`config.mk`:
```
export PLATFORM = sky130hd
export DESIGN_NAME = fpa_back
export DESIGN_NICKNAME = d
export VERILOG_FILES = /design/src/assert_macros.svh /design/src/fpa_pkg.sv /design/src/fpa_back.sv
export SDC_FILE = /design/constraint.sdc
export NUM_CORES = 2
export LEC_CHECK = 0
export ABC_AREA = 1
export BUFFER_PORTS_ARGS = -buffer_cell sky130_fd_sc_hd__buf_2
export CAP_MARGIN = 10
export CELL_PAD_IN_SITES_DETAIL_PLACEMENT = 0
export CELL_PAD_IN_SITES_GLOBAL_PLACEMENT = 2
export CORE_MARGIN = 2
export CORE_UTILIZATION = 30
export CTS_BUF_LIST = sky130_fd_sc_hd__clkbuf_4 sky130_fd_sc_hd__clkbuf_8
export DETAILED_ROUTE_END_ITERATION = 7
export GPL_TIMING_DRIVEN = 0
export PLACE_DENSITY_LB_ADDON = 0.1
export SLEW_MARGIN = 40
export SYNTH_ARGS = -nofsm -noshare
export SYNTH_HDL_FRONTEND = slang
export SYNTH_SLANG_ARGS = --single-unit
```
`constraint.sdc`:
```
create_clock -name clk_i -period 5.3 [get_ports clk_i]
set_input_delay 0.53 -clock clk_i [delete_from_list [all_inputs] [get_ports clk_i]]
set_output_delay 0.53 -clock clk_i [all_outputs]
set_load 0.01 [all_outputs]
```
`src/assert_macros.svh`:
```
// ----------------------------------------------------------------------------
// Assertion macros
// Shared concurrent assertion forms, clocked on clk_i and held off in reset.
// ----------------------------------------------------------------------------
`ifndef ASSERT_MACROS_SVH
`define ASSERT_MACROS_SVH

// check a property on every clock edge outside reset
`define FPA_ASSERT(lbl, prop, msg) \
  lbl: assert property (@(posedge clk_i) disable iff (!rst_ni) (prop)) else $error(msg);

// check an implication on every clock edge outside reset
`define FPA_ASSERT_IMP(lbl, pre, post, msg) \
  lbl: assert property (@(posedge clk_i) disable iff (!rst_ni) (pre) |-> (post)) else $error(msg);

`endif

```
`src/fpa_pkg.sv`:
```
// ----------------------------------------------------------------------------
// fpa_pkg
// Action and status codes and the sideband record of the fixed-point ALU.
// ----------------------------------------------------------------------------
package fpa_pkg;

  typedef enum logic [3:0] {
    ACT_ADD      = 4'd0,
    ACT_SUB      = 4'd1,
    ACT_MUL      = 4'd2,
    ACT_DIV      = 4'd3,
    ACT_GT       = 4'd4,
    ACT_LT       = 4'd5,
    ACT_GE       = 4'd6,
    ACT_LE       = 4'd7,
    ACT_EQ       = 4'd8,
    ACT_NE       = 4'd9,
    ACT_MIN      = 4'd10,
    ACT_MAX      = 4'd11,
    ACT_INC      = 4'd12,
    ACT_DEC      = 4'd13,
    ACT_FROM_INT = 4'd14,
    ACT_TO_INT   = 4'd15
  } action_e;

  typedef enum logic [1:0] {
    ST_OK   = 2'd0,
    ST_OVF  = 2'd1,
    ST_DIVZ = 2'd2
  } status_e;

  typedef struct packed {
    action_e act;
    status_e st;
    logic    cmp;
    logic    neg;
  } side_t;

endpackage

```
`src/fpa_back.sv`:
```
// ----------------------------------------------------------------------------
// fpa_back
// Product and quotient rounding, saturation, result select; output register.
// ----------------------------------------------------------------------------
module fpa_back #(
  parameter int WORD_BITS = 32,
  parameter int FRAC_BITS = 8,
  parameter int QB        = 40
) (
  input  logic                 clk_i,
  input  logic                 rst_ni,
  input  logic                 en_i,
  input  logic                 valid_i,
  input  fpa_pkg::side_t       side_i,
  input  logic [WORD_BITS-1:0] res_i,
  input  logic [WORD_BITS-1:0] ma_i,
  input  logic [WORD_BITS-1:0] d_i,
  input  logic [WORD_BITS-1:0] r_i,
  input  logic [QB-1:0]        q_i,
  output logic                 valid_o,
  output logic [WORD_BITS-1:0] result_o,
  output logic                 cmp_o,
  output logic [1:0]           status_o
);
  import fpa_pkg::*;

  localparam int W  = WORD_BITS;
  localparam int PW = 2*W + 1;
  localparam logic [W-1:0] MAXV = {1'b0, {(W-1){1'b1}}};
  localparam logic [W-1:0] MINV = {1'b1, {(W-1){1'b0}}};

  // rounding stage
  logic          va_q;
  side_t         sa_q;
  logic [W-1:0]  ra_q;
  logic [2*W-1:0] prod_q;
  logic [QB:0]   qr_q;

  // output stage
  logic          vb_q;
  logic [W-1:0]  res_q, res_d;
  logic          cmp_q;
  status_e       st_q, st_d;

  logic [W:0]    lim;
  logic [PW-1:0] pr, msh;
  logic [W-1:0]  mag;
  logic          ovf;

  always_ff @(posedge clk_i or negedge rst_ni) begin
    if (!rst_ni) begin
      va_q <= 1'b0;
      vb_q <= 1'b0;
    end else if (en_i) begin
      va_q <= valid_i;
      vb_q <= va_q;
    end
  end

  always_ff @(posedge clk_i) begin
    if (en_i) begin
      sa_q   <= side_i;
      ra_q   <= res_i;
      prod_q <= (2*W)'(ma_i) * (2*W)'(d_i);
      qr_q   <= {1'b0, q_i} + (QB+1)'({r_i, 1'b0} >= {1'b0, d_i});
      res_q  <= res_d;
      cmp_q  <= sa_q.cmp;
      st_q   <= st_d;
    end
  end

  always_comb begin
    lim   = (W+1)'(MAXV) + (W+1)'(sa_q.neg);
    pr    = {1'b0, prod_q} + (PW'(1) << (FRAC_BITS - 1));
    msh   = pr >> FRAC_BITS;
    mag   = '0;
    ovf   = 1'b0;
    res_d = ra_q;
    st_d  = sa_q.st;
    case (sa_q.act)
      ACT_MUL: begin
        ovf = msh > PW'(lim);
        mag = msh[W-1:0];
      end
      ACT_DIV: begin
        ovf = qr_q > (QB+1)'(lim);
        mag = qr_q[W-1:0];
      end
      default: ovf = 1'b0;
    endcase
    if ((sa_q.act == ACT_MUL) || (sa_q.act == ACT_DIV && sa_q.st != ST_DIVZ)) begin
      if (ovf) begin
        res_d = sa_q.neg ? MINV : MAXV;
        st_d  = ST_OVF;
      end else begin
        res_d = sa_q.neg ? (~mag + 1'b1) : mag;
      end
    end
  end

  assign valid_o  = vb_q;
  assign result_o = res_q;
  assign cmp_o    = cmp_q;
  assign status_o = st_q;

endmodule
```
[Word level (Yosys, flattened, before mapping)]
Cells that the tools add are included.
W data, S select, Z words.
Storage, ports and cells
  bits in registers: 182
  input bits: 180
  output and inout bits: 36
Cells by class
  $add $sub $neg: 4
  multiply operators: 1
  $lt $le $gt $ge: 3
  equal/unequal tests: 3
  mux-type cells: 8
  bitwise logic cells: 1
  reductions and logical operators: 2
Operator list (count)
  $mux W32: 4
  $add A64 B8 Y65 const B: 1
  $mul A32 B32 Y64: 1
  $pmux W32 S2: 1
  $gt A57 B32 Y1: 1
  $add A40 B1 Y41: 1
  $gt A41 B32 Y1: 1
  $ge A33 B32 Y1: 1
  $add A31 B1 Y32 const A: 1
  $add A32 B1 Y32 const B: 1
  $not A32 Y32: 1
  $eq A4 B2 Y1 const B: 2
  $mux W2: 2
  $ne A2 B2 Y1 const B: 1
  $pmux W1 S2: 1
  $logic_and A1 B1 Y1: 1
  $logic_or A1 B1 Y1: 1

[Logic depth before layout (Yosys ltp)]
  word-level depth: 7
  depth in mapped cells: 32
  gate-level depth less buffers: 30

[Least setup slack after synthesis]
Ideal clock, no wire load.
  path kind: input-to-reg
  start: input d_i[6]
  end: register prod_q[60], data pin
  library setup time: 262 ps
  arrival time: 6897 ps
  data required time: 5038 ps
  setup slack: -1859 ps
  stages: 29
  buffers on the path: 2
  cell sequence: clkbuf_1 clkbuf_1 nand2_1 inv_1 fa_1 fa_1 fa_1 inv_1 fa_1 inv_1 fa_1 inv_1 fa_1 inv_1 fa_1 inv_1 fa_1 inv_1 ha_1 nand2_1 nor2_1 inv_1 nor2_1 nand4_1 nand3_1 a31oi_1 o21ai_0 a21oi_1 xor2_1
On the way
  cells in the longest elaborated chain, start to end: 1
Ends and longest elaborated chain
  from (decl): line fpa_back.sv:17  | input logic [WORD_BITS-1:0] d_i,
  $mul A32 B32 Y64: line fpa_back.sv:64  | prod_q <= (2*W)'(ma_i) * (2*W)'(d_i);
  to (signal assigned): line fpa_back.sv:64
  to (decl): line fpa_back.sv:36  | logic [2*W-1:0] prod_q;
No other way between the ends.
A chain may end at the register's enable or synchronous reset.

[Worst setup path after layout]
  start: input ma_i[15]
  end: register prod_q[46], data pin
On the way
  cells in the longest elaborated chain, start to end: 1
Ends and longest elaborated chain
  from (decl): line fpa_back.sv:16  | input logic [WORD_BITS-1:0] ma_i,
  $mul A32 B32 Y64: line fpa_back.sv:64
No other way between the ends.

==> metrics.txt <==
run status=finished, violations left; failing checks=negative setup slack; Clock transition at path regs=110 ps; Mapped Nets=7637; Core Box Area=158000 sq um; Achievable Freq=144 MHz; area of the multi-input gates=37200 sq um; number of nets in the layout=8130; Setup Skew=16.0 ps; Critical Path End Type=flop; synthesized cell area=47600 sq um; Hold WC Path Type=in -> reg; Vias=41.1k; crit path max fanout=10; Final Wtd Congestion=0.922; Setup WS post-layout=-1660 ps; vias in the first global route=43.6k; # DRC=0; most frequent cell after synthesis=inv_1; DP Wirelength=180 mm; WL per Instance=25.3 um; die area=162000 sq um; number of synthesized flops with an enable pin=173; initial antenna violation count=11; I/O pin cnt=216; relative slew slack=45.2%; hold_sp=res_i[1]; Starting Density=30.1%; Hold Fails Final Rpt=0; dpl cells=about 8.5k; crit path launch=ma_i[15]; RSZ-0062 raised after global routing=true; Clock Tree Root=clkbuf_8; Starting DRT DRC Count=between 2k and 3k; Final min period=between 6000 and 7000 ps; Syn-to-layout area delta=26.9%; Yosys top cell area share=a little under two fifths; largest net degree at the start of global routing=68; filler cell count=roughly 17k; DIE HEIGHT=402 um; syn avg cell area=7.67 sq um; Synth top cells by count=1789 x inv_1, 1699 x nand2_1, 895 x fa_1, 359 x ha_1, 291 x nor2_1; Placed Area=52900 sq um; total number of yosys warnings=0; first-pass iteration count of the detailed router=8; critical setup path kind=in -> reg; Netlist cell types=55; setup violators final=54; Finished Layout Cells=8783; fraction of layout cells with a size suffix above 1=approximately a fifth; CP Buf/Inv Count=10; TNS Setup=-66160 ps; final WL=between 200 and 250 mm; gr usage total=27.6%; Longest Clk Path Bufs=2; sequential fraction of the synthesis area=11.0%; crit start category=input pin; worst slew pin tran=821 ps; Top FF cell, synth=edfxtp_1; TritonCTS clock tree=yes; Vias/cell=4.68; Sink Count=between 150 and 200; Syn Inst Count=6203; fin area=60400 sq um; cell taking the most area after synthesis=fa_1; total grt overflow=0; row count=about 150; total CTS buffers=17; WP data required=between 5000 and 6000 ps; Slowest-stage cell, CP=fa_2; final period utilization=131%; top cells by area, synth=fa_1 38%, inv_1 14%, nand2_1 13%, edfxtp_1 11%, ha_1 9.4%; Worst-Skew Late Latency=about 540 ps; first-pass GRT wire length=316 mm; maxcap violations=0; flops & latches, synth=175; worst reg2reg path startpoint=prod_q[7]; WP data arrival=between 7000 and 8000 ps; chip width=402 um; number of port buffers=185; Async SR Flop Fraction=1.14%; Clock H-tree levels=4; total area of sequential cells=roughly 5200 sq um; CP peak stage delay=700 ps; Routed Antenna Nets=0; fin. max-slew vios=0; crit-path leading delay family=adder cells
[cell families (layout without fill, tap and decap cells)]
kind of cell | count (synthesis) | in the layout | synth area share (%)
AOI/OAI and AO/OA | 314 | 314 | 3.69
other | 0 | 2 | 0
adders and majority gates | 1254 | 1254 | 47.1
and+or+nand+nor | 2302 | 2302 | 19.8
xor gates and xnor gates | 119 | 119 | 2.19
DFF | 175 | 175 | 11.0
buffers and inverters | 2039 | 2545 | 16.2
[cells in the final DEF (no fill, tap or decap), drive strengths merged, types with 5 or more instances in the layout]
master  instances
inv          1797
nand2        1711
fa            895
buf           500
ha            359
nor2          317
clkbuf        235
edfxtp        173
a21oi         147
nand3         124
o21ai          92
xor2           73
nand4          53
xnor2          46
nand3b         32
and2           21
a31oi          21
nor3           20
nor4           16
o21a           14
o21bai         14
clkinv          8
o211ai          5
[registers in the layout, indices dropped and copies added, names as in the netlist]
signal / count
sa_q: 8
valid_o: 1
result_o: 32
status_o: 2
cmp_o: 1
qr_q: 41
prod_q: 57
ra_q: 32
va_q: 1
[path summary, 6_finish.rpt]
| kind | end | slack (ps) | cells past startpoint |
|---|---|---|---|
| min reg2reg | cmp_o | 440 | 0 |
| min in group asynchronous | va_q | 280 | 2 |
| max reg2reg | result_o[24] | 570 | 22 |
| max | prod_q[46] | -1660 | 27 |
| min | ra_q[1] | 150 | 1 |
| max in group asynchronous | valid_o | 4910 | 2 |
[timing repair]
item	CTS	global route
endpoints found under the hold margin	2	0
hold buffers	1	0
pin swaps	142	203
gates resized for setup	667	361
cloned	12	0
setup endpoints to repair	72	63
setup buffers	164	108
[cell type report]
| cell class | instances | share of cell area (%) |
|---|---|---|
| Buffer | 245 | 7.03 |
| Tap cell | 2072 | 4.29 |
| Sequential cell | 175 | 8.69 |
| Timing Repair Buffer | 474 | 6.45 |
| Clock inverter | 15 | 0.296 |
| Inverter | 1794 | 11.2 |
| Antenna cell | 2 | 0.00829 |
| Clock buffer | 17 | 0.387 |
| Multi-Input combinational cell | 3989 | 61.7 |
[layer usage]
layer / GRT usage (%) / share of wire, % / vias to the layer above
met5: 0 / 0.023 / -
met4: 10.3 / 4.9 / 8
met3: 2.17 / 4.5 / 269
met2: 48.5 / 49 / 1142
met1: 35.3 / 42 / 20832
li1: - / - / 18880
[stage by stage]
step	util [%]	worst slack (ps)	hold slack [ps]
finish	38.2	-1660	154
global route	38.2	-1810	116
CTS	36.9	-1590	97.0
detailed placement	33.5	-3360	322
global placement	33.3	-3720	319
floorplan	-	-1380	234
Power is left out: the tool's default activity adds up to more than one toggle a clock period on the data nets, which glitch-free logic cannot reach.
