[src/assert_macros.svh]
// ----------------------------------------------------------------------------
// Assertion macros
// Shared concurrent assertion forms, clocked on clk_i and held off in reset.
// ----------------------------------------------------------------------------
`ifndef ASSERT_MACROS_SVH
`define ASSERT_MACROS_SVH

// check a property on every clock edge outside reset
`define FPA_ASSERT(lbl, prop, msg) \
  lbl: assert property (@(posedge clk_i) disable iff (!rst_ni) (prop)) else $error(msg);

// check an implication on every clock edge outside reset
`define FPA_ASSERT_IMP(lbl, pre, post, msg) \
  lbl: assert property (@(posedge clk_i) disable iff (!rst_ni) (pre) |-> (post)) else $error(msg);

`endif

[src/fpa_pkg.sv]
// ----------------------------------------------------------------------------
// fpa_pkg
// Action and status codes and the sideband record of the fixed-point ALU.
// ----------------------------------------------------------------------------
package fpa_pkg;

  typedef enum logic [3:0] {
    ACT_ADD      = 4'd0,
    ACT_SUB      = 4'd1,
    ACT_MUL      = 4'd2,
    ACT_DIV      = 4'd3,
    ACT_GT       = 4'd4,
    ACT_LT       = 4'd5,
    ACT_GE       = 4'd6,
    ACT_LE       = 4'd7,
    ACT_EQ       = 4'd8,
    ACT_NE       = 4'd9,
    ACT_MIN      = 4'd10,
    ACT_MAX      = 4'd11,
    ACT_INC      = 4'd12,
    ACT_DEC      = 4'd13,
    ACT_FROM_INT = 4'd14,
    ACT_TO_INT   = 4'd15
  } action_e;

  typedef enum logic [1:0] {
    ST_OK   = 2'd0,
    ST_OVF  = 2'd1,
    ST_DIVZ = 2'd2
  } status_e;

  typedef struct packed {
    action_e act;
    status_e st;
    logic    cmp;
    logic    neg;
  } side_t;

endpackage

[src/fpa_div_step.sv]
// ----------------------------------------------------------------------------
// fpa_div_step
// One registered restoring-division step: one quotient bit per stage.
// ----------------------------------------------------------------------------
module fpa_div_step #(
  parameter int WORD_BITS = 32,
  parameter int QB        = 40
) (
  input  logic                 clk_i,
  input  logic                 rst_ni,
  input  logic                 en_i,
  input  logic                 valid_i,
  input  fpa_pkg::side_t       side_i,
  input  logic [WORD_BITS-1:0] res_i,
  input  logic [WORD_BITS-1:0] ma_i,
  input  logic [WORD_BITS-1:0] d_i,
  input  logic [QB-1:0]        n_i,
  input  logic [WORD_BITS-1:0] r_i,
  input  logic [QB-1:0]        q_i,
  output logic                 valid_o,
  output fpa_pkg::side_t       side_o,
  output logic [WORD_BITS-1:0] res_o,
  output logic [WORD_BITS-1:0] ma_o,
  output logic [WORD_BITS-1:0] d_o,
  output logic [QB-1:0]        n_o,
  output logic [WORD_BITS-1:0] r_o,
  output logic [QB-1:0]        q_o
);
  import fpa_pkg::*;

  logic [WORD_BITS:0] trial;
  logic               take;
  logic [WORD_BITS-1:0] r_d;
  logic valid_q;
  side_t side_q;
  logic [WORD_BITS-1:0] res_q, ma_q, d_q, r_q;
  logic [QB-1:0] n_q, q_q;

  always_comb begin
    trial = {r_i, n_i[QB-1]};
    take  = trial >= {1'b0, d_i};
    r_d   = take ? WORD_BITS'(trial - {1'b0, d_i}) : trial[WORD_BITS-1:0];
  end

  always_ff @(posedge clk_i or negedge rst_ni) begin
    if (!rst_ni) begin
      valid_q <= 1'b0;
    end else if (en_i) begin
      valid_q <= valid_i;
    end
  end

  always_ff @(posedge clk_i) begin
    if (en_i) begin
      side_q <= side_i;
      res_q  <= res_i;
      ma_q   <= ma_i;
      d_q    <= d_i;
      n_q    <= n_i << 1;
      r_q    <= r_d;
      q_q    <= {q_i[QB-2:0], take};
    end
  end

  assign valid_o = valid_q;
  assign side_o  = side_q;
  assign res_o   = res_q;
  assign ma_o    = ma_q;
  assign d_o     = d_q;
  assign n_o     = n_q;
  assign r_o     = r_q;
  assign q_o     = q_q;

endmodule

[config.mk]
export PLATFORM = sky130hd
export DESIGN_NAME = fpa_div_step
export DESIGN_NICKNAME = d
export VERILOG_FILES = /design/src/assert_macros.svh /design/src/fpa_pkg.sv /design/src/fpa_div_step.sv
export SDC_FILE = /design/constraint.sdc
export NUM_CORES = 1
export LEC_CHECK = 0
export BUFFER_PORTS_ARGS = -buffer_cell sky130_fd_sc_hd__clkbuf_2
export CELL_PAD_IN_SITES_DETAIL_PLACEMENT = 0
export CELL_PAD_IN_SITES_GLOBAL_PLACEMENT = 1
export CORE_AREA = 2 2 169 171
export CTS_CLUSTER_SIZE = 12
export DETAILED_ROUTE_END_ITERATION = 8
export DIE_AREA = 0 0 171 173
export HOLD_SLACK_MARGIN = 0.15
export PLACE_DENSITY = 0.83
export SLEW_MARGIN = 20
export SYNTH_ARGS = -nofsm -noshare
export SYNTH_HDL_FRONTEND = slang
export SYNTH_SLANG_ARGS = --single-unit
[constraint.sdc]
create_clock -name clk_i -period 0.9 [get_ports clk_i]
set_input_delay 0.18 -clock clk_i [delete_from_list [all_inputs] [get_ports clk_i]]
set_output_delay 0.18 -clock clk_i [all_outputs]
set_load 0.02 [all_outputs]
# Word-level counts from Yosys, hierarchy flattened
# Cells that the tools add are included.
[word_totals] word_cells=14 inputBits=220 ff_bits=216 output_inout_bits=217
[op_classes] magnitude_cmp=1 mux=1 n_addsub=1
[ops] operator="$ge 33x32->1" n=1
[ops] operator="$mux 32" n=1
[ops] operator="$sub 32x32->32" n=1

# Logic depth before layout (Yosys ltp)
# Gate-level depths: netlist of run 1.
[depth] depth_word=2 depth_mapped=13 ltp_nobuf=12

# Worst setup path after synthesis of run 1
# No wires, ideal clock.
[synth_timing] kind="input-to-reg" from="in d_i[7]" to="reg r_q[13] (netlist: r_o[13]), data pin" cell_stages=12 setup_slack_ns=-2.056 arrival_ns=2.694 n_path_buf=2 cell_sequence="inv_1 -> ha_1 -> buf_2 -> nand4_1 -> or4_1 -> a21oi_1 -> nor3_1 -> a211oi_2 -> o21ai_2 -> o31ai_4 -> buf_4 -> mux2_1"
[synth_via] elab_chain_len=2 word_cells_on_any_way=3 classes_between="1 x add/sub; 1 x order compare; 1 x mux"
[synth_lines] element="start, declared" line_no="fpa_div_step.sv:16" source="input logic [WORD_BITS-1:0] d_i,"
[synth_lines] element="$sub 32x32->32 / $ge 33x32->1 (equally long branches)" line_no="fpa_div_step.sv:42, fpa_div_step.sv:41"
[synth_lines] element="$mux 32 (*)" line_no="fpa_div_step.sv:42" source="r_d = take ? WORD_BITS'(trial - {1'b0, d_i}) : trial[WORD_BITS-1:0];"
[synth_lines] element="via r_d[13]" line_no="fpa_div_step.sv:33" source="logic [WORD_BITS-1:0] r_d;"
[synth_lines] element="end signal, assigned" line_no="fpa_div_step.sv:60" source="r_q <= r_d;"
[synth_lines] element="end, declared" line_no="fpa_div_step.sv:36" source="logic [WORD_BITS-1:0] res_q, ma_q, d_q, r_q;"
# The timed path passes the listed nets; every way through them passes the cells marked *.
# A chain may end at the register's enable or synchronous reset.

# Worst setup path in the final report of run 1
[layout_timing] from="in d_i[18]" to="reg r_q[23] (netlist: r_o[23]), data pin"
# Same word-level chain as after synthesis.

==> results.sh, run 1 <==
export IMPL_synthDistinctLibCells=50
export IMPL_die_y_um=173
export IMPL_grtUsageMet2_pct=38.6
export IMPL_synthCells=564
export IMPL_cp_required_ns=1.16
export IMPL_dieArea_sq_um=29600
export IMPL_grt_use_total_pct=22.1
export IMPL_synth_area_per_cell_sq_um=15.4
export IMPL_cts_tree="done"
export IMPL_crit_family="compound AO/OA/AOI/OAI gates"
export IMPL_top_usage_layer="met2"
export IMPL_power_total_w=0.0292
export IMPL_placed_cell_area_sq_um=12300
export IMPL_cts_root_buf="clkbuf_16"
export IMPL_switching_share_pct=27.8
export IMPL_placedCellCount=1474
export IMPL_status="finished with violations"
export IMPL_peakVddDrop_uv=1360
export IMPL_crit_path_start_kind="input port"
export IMPL_final_cells=1736
export IMPL_wirelength_mm=35.8
export IMPL_final_cell_area_sq_um=16700
export IMPL_initial_utilization_pct=31.5
export IMPL_async_reset_ff_share_pct=0.463
export IMPL_cts_htree_levels=1
export IMPL_drive_gt1_share_pct=47.9
export IMPL_clock_sinks=216
export IMPL_power_share_combinational_pct=25.7
export IMPL_num_rows=61
export IMPL_synth_seq_area_share_pct=74.4
export IMPL_finClkSkew_ns=0
export IMPL_io_buffers=434
export IMPL_cap_violations=0
export IMPL_finalCritPeriodShare_pct=274
export IMPL_slowest_stage="or4_1"
export IMPL_firstDrtPassIters=7
export IMPL_drt_iter0_drc=598
export IMPL_dp_hpwl_mm=22.3
export IMPL_cts_max_path_buffers=3
export IMPL_clock_fmax_mhz=405
export IMPL_synth_edf_count=215
export IMPL_hold_viol_final=0
export IMPL_maxSlewViolCount=0
export IMPL_worstPathMaxFanout=8
export IMPL_postRouteAntennaNets=0
export IMPL_synthFlopType="edfxtp_1"
export IMPL_area_growth_pct=91.8
export IMPL_cts_buffers=24
export IMPL_synth_area_sq_um=8710
export IMPL_layout_cells_most_common_list="215 x edfxtp_1, 212 x dlygate4sd3_1, 207 x clkbuf_2, 172 x buf_6, 114 x buf_4"
export IMPL_clkLatencyLatePin_ns=0.52
export IMPL_rsz0062_at_grt="true"
export IMPL_use_met1_pct=25.5
export IMPL_clk_pin_slew_ns=0.07
export IMPL_num_vias=8073
export IMPL_power_density_cell_area_nw_per_um2=1750
export IMPL_ys_warnings_count=0
export IMPL_setup_violations=253
export IMPL_antenna_found_initial=4
export IMPL_setup_slack_ns=-1.57
export IMPL_fillers=2044
export IMPL_critPathArrivalTime_ns=2.73
export IMPL_path_cells="clkbuf_2 -> inv_2 -> ha_4 -> nand4_1 -> or4_1 -> a21oi_2 -> nor3_2 -> a211oi_2 -> o21ai_2 -> o31ai_4 -> buf_6 -> mux2_4"
export IMPL_seqPwrFrac_pct=43.4
export IMPL_timing_hold_ws_ns=0.0746
export IMPL_critical_path_class="input port to flop"
export IMPL_synth_seq_cells=216
export IMPL_p_clk_share_pct=30.9
export IMPL_mostFrequentLayoutCell="edfxtp_1"
export IMPL_hp_class="input port to flop"
export IMPL_min_period_ns=2.47
export IMPL_drc=0
export IMPL_viasPerCell=4.65
export IMPL_num_io_pins=437
export IMPL_grt_pass1_vias=8322
export IMPL_power_switching_w=0.00811
export IMPL_die_w_um=171
export IMPL_critPathBufInv=3
export IMPL_grt_first_pass_wirelength_mm=49.3
export IMPL_intPower_w=0.0211
export IMPL_grt_start_max_net_pins=29
export IMPL_cp_slowest_stage_delay_ns=0.51
export IMPL_nNetsFinal=1594
export IMPL_wl_per_cell_um=20.6
export IMPL_core_sq_um=27600
export IMPL_endpoint_kind="flop"
export IMPL_p_leak_nw=7.25
export IMPL_violations="negative setup slack"
export IMPL_gr_usage_met3_pct=6.18
export IMPL_place_congestion=0.875
export IMPL_gr_total_overflow=0
export IMPL_synth_nets=817
[layer usage]
metal  up-vias  wire length, um  part of all wire [%]
li1       3686                -                     -
met1      3922            13300                    37
met2       370            18500                    51
met3        93             2700                   7.5
met4         2             1390                   3.9
met5         -               13                 0.036
[synthesized netlist by cell type (all sizes together) (2+ instances only)]
cell     count  area (sq um)
a211oi       4          35.0
a21o        12          90.1
a21oi       56           280
a2bb2oi      2          17.5
a31oi        5          31.3
and2         2          12.5
and4         2          17.5
buf         12          70.1
clkbuf       7          27.5
edfxtp     215          6460
ha          32           400
inv         38           143
mux2        11           124
nand2       26          97.6
nand2b       3          18.8
nand3        8          40.0
nand4        8          50.1
nor2        35           131
nor2b        3          18.8
nor3         2          10.0
nor4         4          25.0
o211ai       4          30.0
o21a         6          45.0
o21ai       18          93.8
o21bai       3          22.5
o22ai        2          12.5
o31ai        2          28.8
or4          2          15.0
xnor2       15           131
xor2        12           105
[power groups by stage]
stage	Sequential, W	Combinational, W	Clock [W]
global route	0.0127	0.00790	0.00962
global placement	0.0126	0.00531	0
finish	0.0127	0.00750	0.00903
floorplan	0.0138	0.00153	0
CTS	0.0125	0.00654	0.00907
detailed placement	0.0126	0.00537	0
[metrics by stage]
stage | setup TNS [ns] | utilization, % | setup WS [ns]
2_1_floorplan | -60.89 | - | -1.94
3_3_place_gp | -80.34 | 44.6 | -2.17
3_5_place_dp | -81.04 | 44.6 | -2.26
4_1_cts | -123.61 | 56.3 | -1.52
5_1_grt | -132.72 | 60.5 | -1.63
6_report | -121.99 | 60.5 | -1.57
[what timing repair did]
item                                    CTS  global route
pin swaps                                 3            23
hold buffers                            212             1
buffers inserted                          6             2
gates cloned                              1             0
hold endpoints to repair                217             8
resized for setup                        84           574
endpoints found under the setup margin  249           253
[path summary, 6_finish.rpt]
path,from,endpoint,slack [ns],cells past startpoint
min in group asynchronous,rst_ni,valid_o,0.55,3
worst max register to register,valid_o,valid_o,0.14,1
worst max-delay path,d_i[18],r_o[23],-1.57,12
worst min register to register,valid_o,valid_o,0.54,1
max in group asynchronous,rst_ni,valid_o,0.25,3
worst min-delay path,r_i[29],r_o[30],0.07,3
[flip-flops by register name, summed over array words and instances, names as in the netlist]
| register | count |
|---|---|
| r_o | 32 |
| d_o | 32 |
| res_o | 32 |
| q_o | 40 |
| side_o | 8 |
| n_o | 39 |
| ma_o | 32 |
| valid_o | 1 |
[kinds of logic after synthesis]
| family | after synthesis | synth area share (%) |
|---|---|---|
| mux | 12 | 1.54 |
| buf+inv | 57 | 2.76 |
| fa+ha+maj | 33 | 4.82 |
| xor+xnor | 27 | 2.71 |
| flops | 216 | 74.4 |
| compound gates | 119 | 8.40 |
| other cells | 1 | 0.0430 |
| simple gates | 99 | 5.34 |
[final cells by class]
class | count | area [sq um] | share of cell area, %
Clock buffer | 30 | 644 | 3.85
Clock inverter | 9 | 50.0 | 0.299
Multi-Input combinational cell | 291 | 2310 | 13.8
Sequential cell | 216 | 6480 | 38.8
Tap cell | 378 | 473 | 2.83
Antenna cell | 4 | 10.0 | 0.0599
Timing Repair Buffer | 770 | 6600 | 39.5
Inverter | 38 | 155 | 0.928
(Power assumes the default switching activity.)
==> inputs of run 2 (changes only) <==
Settings changed: TNS_END_PERCENT set to 10.
==> run 2 against run 1 <==
  * The flow still finishes with violations (negative setup slack)
  * Combinational power down 8.4%
  * Wire length down 8.2%
  * First-iteration DRC count down 5.5%
  * Clock power up 10%
  * Critical path type unchanged
  * Largest power group unchanged
==> results.sh, run 2 (synthesis gave the netlist of run 1 again) <==
export IMPL_worstMarginPinSlew_ns=0.645
export IMPL_wl_per_cell_um=18.8
export IMPL_peakVddDrop_uv=1540
export IMPL_maxSlewViolCount=0
export IMPL_place_congestion=0.851
export IMPL_setup_violations=249
export IMPL_timing_hold_ws_ns=0.0258
export IMPL_cts_tree="done"
export IMPL_setup_slack_ns=-1.50
export IMPL_num_vias=8057
export IMPL_hold_viol_final=0
export IMPL_die_y_um=173
export IMPL_grt_start_max_net_pins=64
export IMPL_slowest_stage="or4_1"
export IMPL_p_leak_nw=7.07
export IMPL_seqPwrFrac_pct=42.6
export IMPL_antenna_found_initial=2
export IMPL_min_from="r_i[31]"
export IMPL_grt_first_pass_wirelength_mm=47.8
export IMPL_crit_family="simple AND/OR/NAND/NOR gates"
export IMPL_endpoint_kind="flop"
export IMPL_grt_use_total_pct=21.0
export IMPL_clk_pin_slew_ns=0.06
export IMPL_die_w_um=171
export IMPL_dieArea_sq_um=29600
export IMPL_critPathArrivalTime_ns=2.65
export IMPL_wirelength_mm=32.9
export IMPL_p_clk_share_pct=34.0
export IMPL_cts_htree_levels=1
export IMPL_drt_iter0_drc=565
export IMPL_firstDrtPassIters=7
export IMPL_cts_max_path_buffers=3
export IMPL_cp_startpoint="d_i[7]"
export IMPL_worstPathMaxFanout=7
export IMPL_area_growth_pct=83.6
export IMPL_crit_path_start_kind="input port"
export IMPL_power_share_combinational_pct=23.5
export IMPL_finalCritPeriodShare_pct=266
export IMPL_path_cells="clkbuf_16 -> inv_8 -> ha_4 -> nand4_1 -> or4_1 -> a21oi_2 -> nor3_2 -> a211oi_2 -> o21ai_2 -> o31ai_4 -> buf_6 -> buf_8 -> mux2_4"
export IMPL_nNetsFinal=1606
export IMPL_core_sq_um=27600
export IMPL_intPower_w=0.0214
export IMPL_cts_root_buf="clkbuf_16"
export IMPL_switching_share_pct=26.8
export IMPL_tns_ns=-116.23
export IMPL_min_period_ns=2.40
export IMPL_drive_gt1_share_pct=48.8
export IMPL_io_buffers=434
export IMPL_dp_hpwl_mm=21.9
export IMPL_critical_path_class="input port to flop"
export IMPL_grt_pass1_vias=8567
export IMPL_power_total_w=0.0293
export IMPL_layout_cells_most_common_list="215 x edfxtp_1, 215 x dlygate4sd3_1, 213 x clkbuf_2, 188 x buf_2, 114 x buf_4"
export IMPL_r2r_start="valid_o"
export IMPL_cp_required_ns=1.15
export IMPL_hp_class="input port to flop"
export IMPL_violations="negative setup slack"
export IMPL_postRouteAntennaNets=0
export IMPL_finClkSkew_ns=0
export IMPL_drc=0
export IMPL_cp_slowest_stage_delay_ns=0.57
export IMPL_clock_fmax_mhz=417
export IMPL_num_rows=61
export IMPL_clkLatencyLatePin_ns=0.51
export IMPL_gr_total_overflow=0
export IMPL_largest_register_ffs=40
export IMPL_num_io_pins=437
export IMPL_clock_sinks=216
export IMPL_viasPerCell=4.60
export IMPL_power_density_cell_area_nw_per_um2=1830
export IMPL_preCtsSetupSlack_ns=-2.28
export IMPL_power_switching_w=0.00785
export IMPL_slew_headroom_pct=56.8
export IMPL_critPathBufInv=4
export IMPL_cts_buffers=25
export IMPL_initial_utilization_pct=31.5
export IMPL_cap_violations=0
export IMPL_rsz0062_at_grt="true"
export IMPL_status="finished with violations"
[run 2: cell types whose count changed in the layout (fill, tap and decap cells not counted), moves of 4 or more]
| cell | change |
|---|---|
| a21oi_1 | -8 |
| a21oi_2 | +9 |
| buf_2 | +154 |
| buf_6 | -159 |
| clkbuf_1 | +5 |
| clkbuf_2 | +6 |
| clkinvlp_4 | -4 |
| nor2_1 | -6 |
| nor2_2 | +5 |
[run 2: area by class of cell]
cell class / instances / area (sq um)
sequential: 216 / 6480
antenna: 2 / 5.00
inverter: 38 / 150
tap: 378 / 473
fill: 2189 / 11600
multi-input combinational: 291 / 2320
clock buffer: 35 / 663
timing repair buffer: 781 / 5780
clock inverter: 9 / 130
[run 2: power groups by stage]
stage / registers, W / clock network [W] / logic (W)
4_1_cts: 0.0124 / 0.0101 / 0.00660
3_5_place_dp: 0.0126 / 0 / 0.00536
5_1_grt: 0.0125 / 0.0106 / 0.00729
6_report: 0.0125 / 0.00994 / 0.00687
2_1_floorplan: 0.0138 / 0 / 0.00153
3_3_place_gp: 0.0126 / 0 / 0.00530
[run 2: worst paths after layout]
path                            endpoint  cells past startpoint  slack [ns]
max in group asynchronous        valid_o                      3        0.26
worst min-delay path             r_o[29]                      3        0.03
worst max register to register   valid_o                      1        0.14
min in group asynchronous        valid_o                      3        0.53
worst min register to register   valid_o                      1        0.54
worst max-delay path             r_o[30]                     13       -1.50
[run 2: worst min-delay path, stage by stage]
cell and delay, ns:
clkbuf_2 0.08, nor4_1 0.06, o22ai_2 0.08
[run 2: timing repair]
item                                    CTS  global route
gates cloned                              2             1
endpoints found under the setup margin  249           254
gates resized for setup                  87           251
hold buffers                            215             1
buffers inserted                          9             3
pin swaps                                 5             4
endpoints found under the hold margin   221             4
[run 2: per-stage QoR]
step | util, % | area [sq um] | std cells
finish | 57.9 | 16000 | 1750
global route | 57.9 | 16000 | 1750
CTS | 57.2 | 15800 | 1745
detailed placement | 44.7 | 12400 | 1475
global placement | 44.7 | 12400 | 1475
floorplan | - | 8880 | 564
[run 2: per-layer routing]
layer,track usage [%],wire length [um],vias up
met5,0,0,-
met4,8.37,1120,0
met3,5.42,2670,80
met2,38.5,17200,393
met1,22.7,11900,3873
li1,-,-,3711
==> inputs of run 3 (changes only) <==
Settings changed: CTS_BUF_LIST set to sky130_fd_sc_hd__clkbuf_16.
==> run 3 against run 2 <==
  * The flow still finishes with violations (negative setup slack)
  * Register-to-register slack is essentially flat
  * Worst setup slack gained 0.019 ns
  * Sequential share of layout area unchanged
  * Clock skew unchanged
  * Power down 0.41%
  * First-iteration DRC count decreased by 3.9%
  * Flip-flop and latch count is the same
  * Fmax increased by 0.80%
==> results.sh, run 3 (synthesis gave the netlist of run 1 again) <==
export IMPL_postRouteAntennaNets=0
export IMPL_clock_sinks=216
export IMPL_p_leak_nw=7.11
export IMPL_multi_input_area_sq_um=2320
export IMPL_violations="negative setup slack"
export IMPL_rsz0062_at_grt="true"
export IMPL_cts_htree_levels=1
export IMPL_critical_path_class="input port to flop"
export IMPL_endpoint_kind="flop"
export IMPL_maxSlewViolCount=0
export IMPL_drive_gt1_share_pct=48.8
export IMPL_initial_utilization_pct=31.5
export IMPL_placed_cell_area_sq_um=12400
export IMPL_cts_buffers=25
export IMPL_finalCritPeriodShare_pct=264
export IMPL_viasPerCell=4.58
export IMPL_layout_area_seq_sq_um=6480
export IMPL_grt_pass1_vias=8571
export IMPL_wirelength_mm=32.9
export IMPL_setup_slack_ns=-1.48
export IMPL_fillers=2189
export IMPL_die_w_um=171
export IMPL_area_growth_pct=83.6
export IMPL_slew_headroom_pct=57.0
export IMPL_nNetsFinal=1606
export IMPL_antenna_found_initial=2
export IMPL_grt_start_max_net_pins=64
export IMPL_finClkSkew_ns=0
export IMPL_cts_max_path_buffers=3
export IMPL_worstPathMaxFanout=7
export IMPL_cts_root_buf="clkbuf_16"
export IMPL_core_sq_um=27600
export IMPL_grt_use_total_pct=21.0
export IMPL_gr_total_overflow=0
export IMPL_cts_tree="done"
export IMPL_cp_required_ns=1.15
export IMPL_num_io_pins=437
export IMPL_hp_class="input port to flop"
export IMPL_place_congestion=0.851
export IMPL_firstDrtPassIters=5
export IMPL_tns_ns=-115.55
export IMPL_min_period_ns=2.38
export IMPL_hold_viol_final=0
export IMPL_status="finished with violations"
export IMPL_worstMarginPinSlew_ns=0.642
export IMPL_clk_pin_slew_ns=0.06
export IMPL_dieArea_sq_um=29600
export IMPL_drt_iter0_drc=543
export IMPL_r2r_slack_ns=0.14
export IMPL_power_total_w=0.0292
export IMPL_grt_first_pass_wirelength_mm=47.8
export IMPL_critPathArrivalTime_ns=2.63
export IMPL_num_vias=8021
export IMPL_power_density_cell_area_nw_per_um2=1820
export IMPL_clkLatencyLatePin_ns=0.51
export IMPL_timing_hold_ws_ns=0.0261
export IMPL_cap_violations=0
export IMPL_peakVddDrop_uv=1530
export IMPL_drc=0
export IMPL_clock_fmax_mhz=421
export IMPL_layout_cells_most_common_list="215 x edfxtp_1, 215 x dlygate4sd3_1, 213 x clkbuf_2, 188 x buf_2, 114 x buf_4"
export IMPL_die_y_um=173
export IMPL_io_buffers=434
export IMPL_final_cell_area_sq_um=16000
export IMPL_wl_per_cell_um=18.8
export IMPL_num_rows=61
export IMPL_largest_register_ffs=40
export IMPL_setup_violations=249
export IMPL_crit_path_start_kind="input port"
export IMPL_dp_hpwl_mm=21.9
-- run 3: cell count changes in the layout (fill, tap and decap cells not counted), sizes merged --
cell / before / now
inv: 38 / 48
clkbuf: 267 / 257
-- run 3: worst paths after layout --
| kind | startpoint | to | depth (start not counted) |
|---|---|---|---|
| min in group asynchronous | rst_ni | valid_o | 3 |
| min reg2reg | valid_o | valid_o | 1 |
| max | d_i[7] | r_o[30] | 13 |
| max reg2reg | valid_o | valid_o | 1 |
| min | r_i[31] | r_o[29] | 3 |
| max in group asynchronous | rst_ni | valid_o | 3 |
-- run 3: per-layer routing --
metal	vias up	global-route usage [%]	share of wire, %
li1	3713	-	-
met1	3855	22.7	36
met2	369	38.5	52
met3	84	5.45	8.0
met4	0	8.51	3.6
met5	-	0	0
-- run 3: layout make-up --
class	instances	area share [%]
Clock inverter	19	1.05
Clock buffer	25	3.91
Timing Repair Buffer	781	36.1
Antenna cell	2	0.0313
Sequential cell	216	40.5
Multi-Input combinational cell	291	14.5
Tap cell	378	2.96
Inverter	38	0.938
-- run 3: repair_timing --
item	4_1_cts	5_1_grt
gates cloned	2	1
buffers inserted	9	3
endpoints found under the hold margin	221	4
hold buffers	215	1
pin swaps	5	4
gates resized for setup	87	251
setup endpoints to repair	249	254
-- run 3: critical path: stages --
cell	delay [ns]
clkbuf_16	0.11
inv_8	0.03
ha_4	0.25
nand4_1	0.14
or4_1	0.56
a21oi_2	0.13
nor3_2	0.07
a211oi_2	0.23
o21ai_2	0.11
o31ai_4	0.21
buf_6	0.15
buf_8	0.14
mux2_4	0.31
-- run 3: per-stage QoR --
step           std cells  utilization, %  worst slack [ns]
2_1_floorplan        564               -             -1.94
3_3_place_gp        1475            44.7             -2.19
3_5_place_dp        1475            44.7             -2.28
4_1_cts             1745            57.2             -1.53
5_1_grt             1750            57.9             -1.59
6_report            1750            57.9             -1.48
-- run 3: power breakdown --
group          internal [W]  total, W  switching (W)  leakage (nW)
combinational       0.00327   0.00687        0.00360          4.57
sequential           0.0122    0.0125       0.000304          2.12
clock               0.00588   0.00982        0.00394         0.426
